--- src/rtl/core/cascaded_stereo_slew_limiter_unit_defines.svh ---
// Assertion macros used by the slew limiter controller.
// Expects clk and rst in scope at the point of use.
`ifndef CASCADED_STEREO_SLEW_LIMITER_UNIT_DEFINES_SVH
`define CASCADED_STEREO_SLEW_LIMITER_UNIT_DEFINES_SVH

// Concurrent check on the rising clock, off while reset is high.
`define CSLU_ASSERT(lbl, prop, msg) \
  lbl: assert property (@(posedge clk) disable iff (rst) prop) else $error(msg);

// Condition that must never be seen at a clock edge.
`define CSLU_NEVER(lbl, cond, msg) \
  `CSLU_ASSERT(lbl, !(cond), msg)

`endif

--- src/rtl/core/cslu_pkg.sv ---
// Package for the cascaded stereo slew limiter: sizes, constants, item types,
// register codes, controller states and saturation helpers. No dependencies.
package cslu_pkg;

  localparam int NUM_STAGES  = 10;
  localparam int SAMPLE_BITS = 24;
  localparam int STAGE_W     = (NUM_STAGES > 1) ? $clog2(NUM_STAGES) : 1;
  localparam int IDX_W       = $clog2(2 * NUM_STAGES);
  localparam int CFG_DATA_W  = 25;

  localparam logic signed [31:0] PHI_Q30    = 32'sd1737350766;
  localparam logic signed [31:0] INVPHI_Q30 = 32'sd663608942;
  localparam logic [15:0]        K078_Q16   = 16'd51118;

  typedef enum logic [1:0] {
    REG_BASE_THRESHOLD = 2'd0,
    REG_SKIP_STAGES    = 2'd1,
    REG_HALO           = 2'd2,
    REG_MIX            = 2'd3
  } cfg_reg_t;

  typedef struct packed {
    logic signed [SAMPLE_BITS-1:0] left_sample;
    logic signed [SAMPLE_BITS-1:0] right_sample;
  } in_item_t;

  typedef struct packed {
    logic signed [SAMPLE_BITS-1:0] left_out;
    logic signed [SAMPLE_BITS-1:0] right_out;
  } out_item_t;

  typedef struct packed {
    logic [24:0] base_threshold;
    logic [3:0]  skip_stages;
    logic [16:0] halo;
    logic [16:0] halo78;
    logic [16:0] mix;
  } cfg_regs_t;

  typedef enum logic [3:0] {
    ST_BUILD_START,
    ST_BUILD,
    ST_IDLE,
    ST_LOAD,
    ST_MUL,
    ST_TEST1,
    ST_TEST2,
    ST_MIX,
    ST_OUT
  } ctrl_state_t;

  typedef struct packed {
    logic               load_in;
    logic               build_start;
    logic               build_step;
    logic [STAGE_W-1:0] build_idx;
    logic               load_stage;
    logic               mul;
    logic               test1;
    logic               test2;
    logic [STAGE_W-1:0] stage;
    logic               ch;
    logic               mix;
    logic               out_load;
  } ctrl_cmd_t;

  function automatic logic signed [31:0] sat32(input logic signed [63:0] v);
    logic signed [31:0] r;
    if (v > 64'sd2147483647) r = 32'sh7fffffff;
    else if (v < -64'sd2147483648) r = 32'sh80000000;
    else r = v[31:0];
    return r;
  endfunction

  function automatic logic signed [SAMPLE_BITS-1:0] sat_sample(
    input logic signed [63:0] v
  );
    logic signed [63:0] hi;
    logic signed [63:0] lo;
    logic signed [SAMPLE_BITS-1:0] r;
    hi = (64'sd1 <<< (SAMPLE_BITS - 1)) - 64'sd1;
    lo = -hi - 64'sd1;
    if (v > hi) r = hi[SAMPLE_BITS-1:0];
    else if (v < lo) r = lo[SAMPLE_BITS-1:0];
    else r = v[SAMPLE_BITS-1:0];
    return r;
  endfunction

endpackage

--- src/rtl/core/cslu_ctrl.sv ---
// Controller for the slew limiter: threshold rebuild, stage/channel sequencing
// and output handshake. Uses cslu_pkg and the assertion macro header.
`include "cascaded_stereo_slew_limiter_unit_defines.svh"

module cslu_ctrl (
  input  logic               clk,
  input  logic               rst,
  input  logic               in_valid,
  output logic               in_stall,
  output logic               out_valid,
  input  logic               out_stall,
  output logic               cfg_ready,
  input  logic               cfg_we,
  input  logic               rebuild,
  input  logic [3:0]         skip_stages,
  output cslu_pkg::ctrl_cmd_t cmd
);
  import cslu_pkg::*;

  ctrl_state_t        state, state_next;
  logic [STAGE_W-1:0] stage, stage_next;
  logic               ch, ch_next;
  logic [STAGE_W-1:0] bidx, bidx_next;
  logic               skip_all;

  assign skip_all  = (int'(skip_stages) >= NUM_STAGES);
  assign cfg_ready = (state == ST_IDLE);

  always_ff @(posedge clk) begin
    if (rst) begin
      state     <= ST_BUILD_START;
      stage     <= '0;
      ch        <= 1'b0;
      bidx      <= '0;
      out_valid <= 1'b0;
    end else begin
      state     <= state_next;
      stage     <= stage_next;
      ch        <= ch_next;
      bidx      <= bidx_next;
      out_valid <= cmd.out_load | (out_valid & out_stall);
    end
  end

  always_comb begin
    state_next = state;
    stage_next = stage;
    ch_next    = ch;
    bidx_next  = bidx;
    in_stall   = 1'b1;
    cmd             = '0;
    cmd.stage       = stage;
    cmd.ch          = ch;
    cmd.build_idx   = bidx;
    unique case (state)
      ST_BUILD_START: begin
        cmd.build_start = 1'b1;
        if (NUM_STAGES > 1) begin
          bidx_next  = STAGE_W'(NUM_STAGES - 2);
          state_next = ST_BUILD;
        end else begin
          state_next = ST_IDLE;
        end
      end
      ST_BUILD: begin
        // walk toward the first stage, one golden-ratio product per cycle
        cmd.build_step = 1'b1;
        if (bidx == '0) state_next = ST_IDLE;
        else bidx_next = bidx - 1'b1;
      end
      ST_IDLE: begin
        // hold the input while a register write lands
        if (cfg_we) begin
          if (rebuild) state_next = ST_BUILD_START;
        end else begin
          in_stall = 1'b0;
          if (in_valid) begin
            cmd.load_in = 1'b1;
            ch_next     = 1'b0;
            stage_next  = STAGE_W'(skip_stages);
            state_next  = skip_all ? ST_MIX : ST_LOAD;
          end
        end
      end
      ST_LOAD: begin
        cmd.load_stage = 1'b1;
        state_next     = ST_MUL;
      end
      ST_MUL: begin
        cmd.mul    = 1'b1;
        state_next = ST_TEST1;
      end
      ST_TEST1: begin
        cmd.test1  = 1'b1;
        state_next = ST_TEST2;
      end
      ST_TEST2: begin
        cmd.test2 = 1'b1;
        if (int'(stage) == NUM_STAGES - 1) begin
          if (!ch) begin
            ch_next    = 1'b1;
            stage_next = STAGE_W'(skip_stages);
            state_next = ST_LOAD;
          end else begin
            state_next = ST_MIX;
          end
        end else begin
          stage_next = stage + 1'b1;
          state_next = ST_LOAD;
        end
      end
      ST_MIX: begin
        cmd.mix    = 1'b1;
        state_next = ST_OUT;
      end
      ST_OUT: begin
        // hold until the output register is free
        if (!out_valid || !out_stall) begin
          cmd.out_load = 1'b1;
          state_next   = ST_IDLE;
        end
      end
      default: state_next = ST_IDLE;
    endcase
  end

  `CSLU_ASSERT(a_stage_range, (state == ST_LOAD) |-> (int'(stage) < NUM_STAGES), "stage out of range")
  `CSLU_ASSERT(a_out_loaded, (state == ST_OUT && !(out_valid && out_stall)) |=> out_valid, "result lost")
  `CSLU_NEVER(a_build_range, (state == ST_BUILD) && (int'(bidx) > NUM_STAGES - 2), "build index off")

endmodule

--- config.mk ---
export PLATFORM = sky130hd
export DESIGN_NAME = cslu_ctrl
export DESIGN_NICKNAME = d
export VERILOG_FILES = /design/src/rtl/core/cslu_pkg.sv /design/src/rtl/core/cslu_ctrl.sv
export VERILOG_INCLUDE_DIRS = /design/src /design/src/rtl/core
export SDC_FILE = /design/constraint.sdc
export NUM_CORES = 1
export LEC_CHECK = 0
export ABC_CLOCK_PERIOD_IN_PS = 2700
export BUFFER_PORTS_ARGS = -buffer_cell sky130_fd_sc_hd__buf_4
export CAP_MARGIN = 20
export CORE_ASPECT_RATIO = 0.8
export CORE_MARGIN = 2
export CORE_UTILIZATION = 49
export CTS_CLUSTER_DIAMETER = 150
export CTS_CLUSTER_SIZE = 14
export DETAILED_ROUTE_END_ITERATION = 6
export PLACE_DENSITY_LB_ADDON = 0.3
export SLEW_MARGIN = 20
export SYNTH_ARGS = -nofsm -noshare
export SYNTH_HDL_FRONTEND = slang
export SYNTH_SLANG_ARGS = --single-unit
--- constraint.sdc ---
create_clock -name clk -period 2.7 [get_ports clk]
set_clock_uncertainty 0.2 [all_clocks]
set_input_delay 0.54 -clock clk [delete_from_list [all_inputs] [get_ports clk]]
set_output_delay 0.54 -clock clk [all_outputs]
set_load 0.05 [all_outputs]
==> results.cfg, run 1 <==
[yosys]
synth_area_um2 = 977.2
ys.flop_type = dfxtp_1
ys_seq_area_frac = 0.2868
synth_top_area_cell = dfxtp_1
synth_edf_count = 0
synth-seq-cells = 14
postSynthCellCount = 113
synth.area.top_cells = dfxtp_1 (29%), nor3_1 (4.1%), ha_1 (3.8%)
synth_top_area_share = 0.2868
avgSynthCellArea_um2 = 8.648
syn-num-nets = 126
async_flop_share = 0
yosysUniqueCellTypes = 49
ys_warn_count = 0

[sta]
period_share = 0.9621
slew_viol_final = 0
fin_setup_tns_ns = 0
setup_ws_ns = 0.1024
hold_violations = 0
max_slew_margin = 0.6538
setup_viol = 0
whs_ns = 0.3242
tightest_slew_ns = 0.5185
max_freq_ghz = 0.3850
fin_crit_ns = 2.598
rsz0062_at_grt = false

[routing]
routedWlPerCell_um = 14.58
wl_um = 2406
dr.pass1.iters = 5
antenna_left = 0
vias_per_cell = 5.836
drc_errors = 0
via_count = 963
drt_iter0_drc = 28

[pwr]
swShare = 0.4930
seqPwrFrac = 0.252
vdd_drop_max_mv = 0.5486
p_int_w = 0.0006413
power_switching_w = 0.0006236
p_clk_frac = 0.124
powerDensity_mw_per_mm2 = 1024
comb_power_share = 0.624
p_leak_nw = 0.5165

[finish]
seqCellArea_um2 = 280.3
finish.utilization = 0.6589
syn_to_final_growth_pct = 26.38
diodes = 0
multi_input_area_um2 = 614.3
drive_above_1_share = 0.3475
nFillCells = 152
nNetsFinal = 155

[die]
coreArea_mm2 = 0.001874
die_h_um = 43.94
die-area_mm2 = 0.002370
rows = 14
dieWidth_um = 53.93
initial_core_util = 0.5214
ios = 31

[setup_path]
end_kind = output port
cp_slowest_cell = dfxtp_1
cp.required_ns = 1.96
critPathKind = flop to output port
cp_data_arrival_time_ns = 1.86
worst_setup_path_start_kind = flop
cpPeakStageDelay_ns = 0.47
critPathMaxFanout = 10
crit_family = simple AND/OR/NAND/NOR gates
worstPathCellList = nand2b_1 > nor4_1 > and2_1 > buf_4
timing.critical_path.buf_inv = 1

[global_routing]
grt_first_pass_wirelength_um = 3967
grt_use_met2 = 0.3390
track_usage = 0.2331
grtUsageMet3 = 0.06897
grt_pass1_vias = 853
grt_max_degree = 15
grt_busiest_layer = met2
use_met1 = 0.3234
antenna_found_initial = 0
overflow = 0

[placed_design]
hpwl_um = 1784
place_congestion = 0.8347
io_buffers = 30
place_ws_ns = 0.4412

[worst_hold_path]
hp-class = flop to flop

[clock_network]
htree_levels = 1
path_clk_slew_ns = 0.10
clkSinkCount = 14
cts_buffer_depth = 2
cts_resized = 0
cts_buffers = 3
cts_setup_buffers = 0
insertion_delay_ns = 0.29
hold_buffers = 0
cts_tree = built
cts_root_buf = clkbuf_4

[flow_run]
max-cap-violations = 0

[outcome]
status = finished, final reports clean
[sequential cells by signal, indices dropped and copies added, names as in the netlist]
register   count
bidx           4
ch             1
out_valid      1
stage          4
state          4
[worst paths after layout]
kind	startpoint	to	slack (ns)	cells after the start
setup / recovery	state[3]	cmd[17]	0.10	4
hold / removal	out_valid	out_valid	0.32	2
setup reg to reg	state[3]	stage[2]	0.65	5
hold reg to reg	out_valid	out_valid	0.32	2
[cell type report]
| cell class | count | share of cell area |
|---|---|---|
| multi-input combinational | 82 | 0.4975 |
| inverter | 9 | 0.02736 |
| tap | 24 | 0.02432 |
| clock buffer | 4 | 0.02938 |
| sequential | 14 | 0.2270 |
| timing repair buffer | 32 | 0.1945 |
[power by group through the flow]
stage	Clock (W)	Combinational (W)	Sequential, W
2_1_floorplan	0	0.000550	0.000378
3_3_place_gp	0	0.000772	0.000318
3_5_place_dp	0	0.000786	0.000323
4_1_cts	0.000161	0.000790	0.000317
5_1_grt	0.000167	0.000844	0.000328
6_report	0.000157	0.000790	0.000318
[routing by layer]
metal | share of wire | up-vias
met5 | 0 | -
met4 | 0.0075 | 0
met3 | 0.057 | 2
met2 | 0.45 | 33
met1 | 0.48 | 456
li1 | - | 472
[synth_stat cells (2+ instances only)]
cell type and n:
nor3_1 8, a211oi_1 3, o21ai_1 2, mux2i_1 2, nand3b_1 2, and3_1 2, nor2_1 9, a21oi_1 6
nor2b_1 3, ha_1 3, nand2_1 5, buf_6 2, buf_4 3, dfxtp_1 14, nand3_1 5, inv_1 8
nor4_1 2, nand2b_1 2, o21a_1 2
[stage by stage]
stage          std cells   power, W  area (um^2)
2_1_floorplan        113  0.0009288        989.7
3_3_place_gp         161   0.001090         1199
3_5_place_dp         161   0.001109         1199
4_1_cts              165   0.001268         1235
5_1_grt              165   0.001339         1235
6_report             165   0.001265         1235
[worst min-delay path: cells and delay by family (launching register included)]
family	cells	cell delay, ns
AO/OA/AOI/OAI	1	0.06
AND/OR/NAND/NOR	1	0.09
flip-flops	1	0.33
[placed cells by master (no fill, tap or decap), types with 2 or more instances in the layout]
master and instances:
o21ai_1 2, nand3_1 5, a21oi_1 6, nor2_1 9, ha_1 3, inv_1 8, nand2b_1 2, nand3b_1 2
nand2_1 5, a211oi_1 3, nor4_2 2, and3_1 2, nor2b_1 3, nor3_1 8, clkbuf_4 3, buf_4 32
dfxtp_1 14, mux2i_1 2, o21a_1 2
[logic make-up after synthesis]
kind of cell	synth area share
adder cells (fa/ha/maj)	0.03842
XOR/XNOR	0.01793
buffers and inverters	0.09730
flip-flops	0.2868
AO/OA/AOI/OAI	0.2279
AND/OR/NAND/NOR	0.2996
multiplexers	0.03201
No activity file was read; power rests on OpenSTA's default activity.
==> run 2, diff against run 1 <==
--- a/config.mk
+++ b/config.mk
@@ -11,7 +11,7 @@
 export CAP_MARGIN = 20
 export CORE_ASPECT_RATIO = 0.8
 export CORE_MARGIN = 2
-export CORE_UTILIZATION = 49
+export CORE_UTILIZATION = 45
 export CTS_CLUSTER_DIAMETER = 150
 export CTS_CLUSTER_SIZE = 14
 export DETAILED_ROUTE_END_ITERATION = 6
==> run 2 against run 1 <==
Non-clock buffer count increased by 1. Clock power shrank 29%. Routed wire length shrank 7.7%. Power shrank 4.5%. Flip-flop and latch count stayed put. Utilization fell by 7.4 points. Critical path depth down 1. Global-route usage shrank 5.0 points. Register-to-register slack worse by 0.02 ns. Sequential power about the same. Via count shrank 3.9%.
==> results.cfg, run 2 (same netlist as run 1, synthesis figures left out) <==
[outcome]
status = finished, final reports clean

[routing]
dr.pass1.iters = 4
via_count = 925
vias_per_cell = 5.572
drt_iter0_drc = 31
wl_um = 2220
routedWlPerCell_um = 13.37
antenna_left = 0
drc_errors = 0

[placed_design]
hpwl_um = 1704
post-place-cells = 163
place_congestion = 0.8435
io_buffers = 30

[sta]
slew_viol_final = 0
setup_viol = 0
hold_violations = 0
period_share = 0.8745
tightest_slew_ns = 0.4818
fin_setup_tns_ns = 0
max_freq_ghz = 0.4235
max_slew_margin = 0.6784
fin_crit_ns = 2.361
whs_ns = 0.3033
rsz0062_at_grt = false

[pwr]
comb_power_share = 0.645
power_switching_w = 0.0005973
p_leak_nw = 0.5147
powerDensity_mw_per_mm2 = 982.3
swShare = 0.4944
p_int_w = 0.0006109
seqPwrFrac = 0.262
vdd_drop_max_mv = 0.6767
p_clk_frac = 0.093

[die]
die-area_mm2 = 0.002563
dieWidth_um = 56.10
die_h_um = 45.68
coreArea_mm2 = 0.002102
initial_core_util = 0.4649
ios = 31
rows = 15

[finish]
mostFrequentLayoutCells = buf_4 (33), dfxtp_1 (14), nor2_1 (9), inv_1 (8), nor3_1 (8)
final_common_cell = buf_4
syn_to_final_growth_pct = 25.86
final_cells = 166
seqCellArea_um2 = 280.3
nNetsFinal = 156
nFillCells = 198
drive_above_1_share = 0.3475
diodes = 0
reg.largest.list = bidx (4), stage (4), state (4)
multi_input_area_um2 = 614.3

[setup_path]
cp_slowest_cell = dfxtp_1
critPathKind = flop to output port
worst_setup_path_start_kind = flop
end_kind = output port
cpPeakStageDelay_ns = 0.61
cp.required_ns = 1.96
cp_data_arrival_time_ns = 1.62
rrSetupSlack_ns = 0.63
worstPathCellList = inv_1 > nor4_2 > buf_4
critPathMaxFanout = 12

[global_routing]
grt_pass1_vias = 816
track_usage = 0.1834
overflow = 0
grt_first_pass_wirelength_um = 3698
grt_max_degree = 15
antenna_found_initial = 0

[worst_hold_path]
hp-class = flop to flop

[flow_run]
max-cap-violations = 0

[clock_network]
htree_levels = 1
cts_root_buf = clkbuf_4
cts_buffer_depth = 2
cts_setup_buffers = 0
cts_buffers = 3
cts_tree = built
clkSinkCount = 14
hold_buffers = 0
insertion_delay_ns = 0.27
cts_resized = 0
path_clk_slew_ns = 0.08
run 2: final cells by class:
cell class / count / share of cell area
clock buffer: 3 / 0.01831
sequential: 14 / 0.2279
timing repair buffer: 33 / 0.2014
multi-input combinational: 82 / 0.4995
tap: 25 / 0.02543
inverter: 9 / 0.02747
run 2: routing by layer:
metal  up-vias  global-route usage  share of wire
met5         -                   0              0
met4         0             0.04286         0.0045
met1       422              0.2504           0.49
met3         2             0.05398          0.051
met2        22              0.2894           0.45
li1        479                   -              -
run 2: stage by stage:
stage | cell area [um^2] | util | power (W) | setup WS, ns
2_1_floorplan | 989.7 | - | 0.0009288 | 0.2956
3_3_place_gp | 1207 | 0.5744 | 0.001087 | 0.5248
3_5_place_dp | 1207 | 0.5744 | 0.001103 | 0.5142
4_1_cts | 1230 | 0.5851 | 0.001223 | 0.2926
5_1_grt | 1230 | 0.5851 | 0.001283 | 0.2014
6_report | 1230 | 0.5851 | 0.001208 | 0.3389
run 2: critical path: cells and delay by family, from the launching register on:
kind | cells | cell delay (ns)
DFF | 1 | 0.61
buffers and inverters | 2 | 0.43
and+or+nand+nor | 1 | 0.30
run 2: power groups by stage:
| stage | clock network [W] | logic, W | registers [W] |
|---|---|---|---|
| 2_1_floorplan | 0 | 0.000550 | 0.000378 |
| 6_report | 0.000112 | 0.000780 | 0.000316 |
| 3_3_place_gp | 0 | 0.000771 | 0.000317 |
| 4_1_cts | 0.000122 | 0.000785 | 0.000316 |
| 5_1_grt | 0.000128 | 0.000830 | 0.000326 |
| 3_5_place_dp | 0 | 0.000782 | 0.000321 |
run 2: final timing paths:
check | start | to | cells after the start
worst max-delay path | state[2] | cmd[9] | 3
worst min-delay path | out_valid | out_valid | 2
worst max register to register | state[2] | stage[0] | 5
worst min register to register | out_valid | out_valid | 2
==> run 3, diff against run 2 <==
--- a/config.mk
+++ b/config.mk
@@ -6,15 +6,19 @@
 export SDC_FILE = /design/constraint.sdc
 export NUM_CORES = 1
 export LEC_CHECK = 0
+export ABC_AREA = 1
 export ABC_CLOCK_PERIOD_IN_PS = 2700
 export BUFFER_PORTS_ARGS = -buffer_cell sky130_fd_sc_hd__buf_4
 export CAP_MARGIN = 20
+export CELL_PAD_IN_SITES_DETAIL_PLACEMENT = 0
+export CELL_PAD_IN_SITES_GLOBAL_PLACEMENT = 1
 export CORE_ASPECT_RATIO = 0.8
 export CORE_MARGIN = 2
-export CORE_UTILIZATION = 45
+export CORE_UTILIZATION = 34
 export CTS_CLUSTER_DIAMETER = 150
 export CTS_CLUSTER_SIZE = 14
 export DETAILED_ROUTE_END_ITERATION = 6
+export GPL_ROUTABILITY_DRIVEN = 0
 export PLACE_DENSITY_LB_ADDON = 0.3
 export SLEW_MARGIN = 20
 export SYNTH_ARGS = -nofsm -noshare
==> run 3 against run 2 <==
Fmax grew 3.2%. First-iteration DRC count grew 74%. Sequential share of layout area shrank 1.0 points. Synthesized area grew 1.5%. Utilization shrank 12 points. Critical path type unchanged. Largest power group unchanged.
==> results.cfg, run 3 <==
[yosys]
synth-seq-cells = 14
synth.area.top_cells = dfxtp_1 (28%), nand2_1 (11%), inv_1 (7.6%)
synth_area_um2 = 992.2
synthTopCellsByCount = nand2_1 (28), inv_1 (20), nor2_1 (16)
avgSynthCellArea_um2 = 6.704
yosysUniqueCellTypes = 24
synth_top_area_share = 0.2825
ys.flop_type = dfxtp_1
ys_warn_count = 0
ys_seq_area_frac = 0.2825
synth.most_common_cell = nand2_1
syn-num-nets = 161
synth_edf_count = 0
async_flop_share = 0
postSynthCellCount = 148
synth_top_area_cell = dfxtp_1

[clock_network]
cts_setup_buffers = 0
clkSinkCount = 14
hold_buffers = 0
cts_resized = 0
cts_buffer_depth = 2
insertion_delay_ns = 0.28
cts_root_buf = clkbuf_4
htree_levels = 1
cts_tree = built
cts_buffers = 3
path_clk_slew_ns = 0.10

[flow_run]
max-cap-violations = 0

[die]
ios = 31
initial_core_util = 0.3588
coreArea_mm2 = 0.002765
die-area_mm2 = 0.003369
rows = 17
dieWidth_um = 64.40
die_h_um = 52.32

[setup_path]
end_kind = output port
critPathMaxFanout = 6
crit_family = simple AND/OR/NAND/NOR gates
critPathKind = flop to output port
cpPeakStageDelay_ns = 0.43
timing.critical_path.buf_inv = 3
worstPathCellList = inv_2 > nor2_4 > nand2_4 > nor2_4 > inv_2 > nor2_1 > buf_4
worst_setup_path_start_kind = flop
cp.required_ns = 1.96
cp_slowest_cell = dfxtp_1
cp_data_arrival_time_ns = 1.55

[finish]
nNetsFinal = 194
final_common_cell = buf_4
reg.largest.list = bidx (4), stage (4), state (4)
final_cells = 218
mostFrequentLayoutCells = buf_4 (30), nand2_1 (28), inv_1 (20), nor2_1 (16), nand3_1 (15)
drive_above_1_share = 0.3222
finish.utilization = 0.4652
diodes = 0
seqCellArea_um2 = 280.3
nFillCells = 310
syn_to_final_growth_pct = 29.63
multi_input_area_um2 = 598.1

[placed_design]
hpwl_um = 1849
io_buffers = 30
post-place-cells = 214

[sta]
fin_crit_ns = 2.288
period_share = 0.8476
tightest_slew_ns = 0.3067
setup_viol = 0
rsz0062_at_grt = false
max_slew_margin = 0.7953
fin_setup_tns_ns = 0
max_freq_ghz = 0.4370
slew_viol_final = 0
whs_ns = 0.2580
hold_violations = 0

[global_routing]
grt_pass1_vias = 917
grt_first_pass_wirelength_um = 4160
grt_max_degree = 10
track_usage = 0.1619
overflow = 0
antenna_found_initial = 0

[routing]
antenna_left = 0
dr.pass1.iters = 4
wl_um = 2308
drt_iter0_drc = 54
drc_errors = 0
routedWlPerCell_um = 10.59
via_count = 1008
vias_per_cell = 4.624

[worst_hold_path]
hp-class = input port to flop

[pwr]
vdd_drop_max_mv = 0.6897
p_leak_nw = 0.6803
powerDensity_mw_per_mm2 = 1008

[outcome]
status = finished, final reports clean
run 3: changes by cell type after synthesis, sizes merged, moves of 3 or more:
cell	before	now
nand4	0	3
a21oi	6	10
o21ai	3	7
a211oi	3	0
nor3	8	3
nor2	9	22
nor2b	3	0
nor4	3	0
nand3	5	17
inv	9	24
buf	6	2
nand2	5	38
run 3: final timing paths:
kind	from	to	slack (ns)	cells after the start
setup / recovery	state[1]	cmd[17]	0.41	7
hold / removal	rst	state[3]	0.26	2
setup reg to reg	stage[0]	stage[1]	1.03	8
hold reg to reg	ch	ch	0.29	2
run 3: layout make-up:
class,instances,share of cell area
Sequential cell,14,0.2179
Inverter,25,0.07685
Timing Repair Buffer,30,0.1751
Clock buffer,4,0.02821
Multi-Input combinational cell,107,0.4650
Tap cell,38,0.03697
run 3: metal layers:
metal / global-route usage / up-vias / wire length [um]
met2: 0.2465 / 29 / 1047
met4: 0.04255 / 0 / 15
li1: - / 537 / -
met5: 0 / - / 0
met3: 0.05376 / 2 / 165
met1: 0.2199 / 440 / 1081
run 3: worst register-to-register path, cell delays in order, from the launching register on:
cell,delay [ns]
dfxtp_1,0.47
ha_1,0.20
nand3_1,0.14
nor2_1,0.21
nand2_4,0.09
nand3_4,0.10
nand2_1,0.07
nand2_1,0.07
nor2_2,0.04
run 3: kinds of logic (layout without fill, tap and decap cells):
logic type / Yosys count / count (layout) / share of synthesized area
AND/OR/NAND/NOR: 84 / 84 / 0.4565
buffers and inverters: 27 / 59 / 0.1147
AO/OA/AOI/OAI: 19 / 19 / 0.09963
flip-flops: 14 / 14 / 0.2825
adder cells (fa/ha/maj): 3 / 3 / 0.03784
XOR/XNOR: 1 / 1 / 0.008829
run 3: where the power goes:
group / switching, W / internal (W)
Combinational: 0.000553 / 0.000251
Clock: 0.0000763 / 0.0000821
Sequential: 0.0000739 / 0.000260
run 3: stage by stage:
step	total power [W]	worst slack, ns	area [um^2]
2_1_floorplan	0.0009440	0.2620	992.2
3_3_place_gp	0.001133	0.7857	1250
3_5_place_dp	0.001145	0.7284	1250
4_1_cts	0.001307	0.4088	1286
5_1_grt	0.001417	0.2579	1286
6_report	0.001297	0.4116	1286
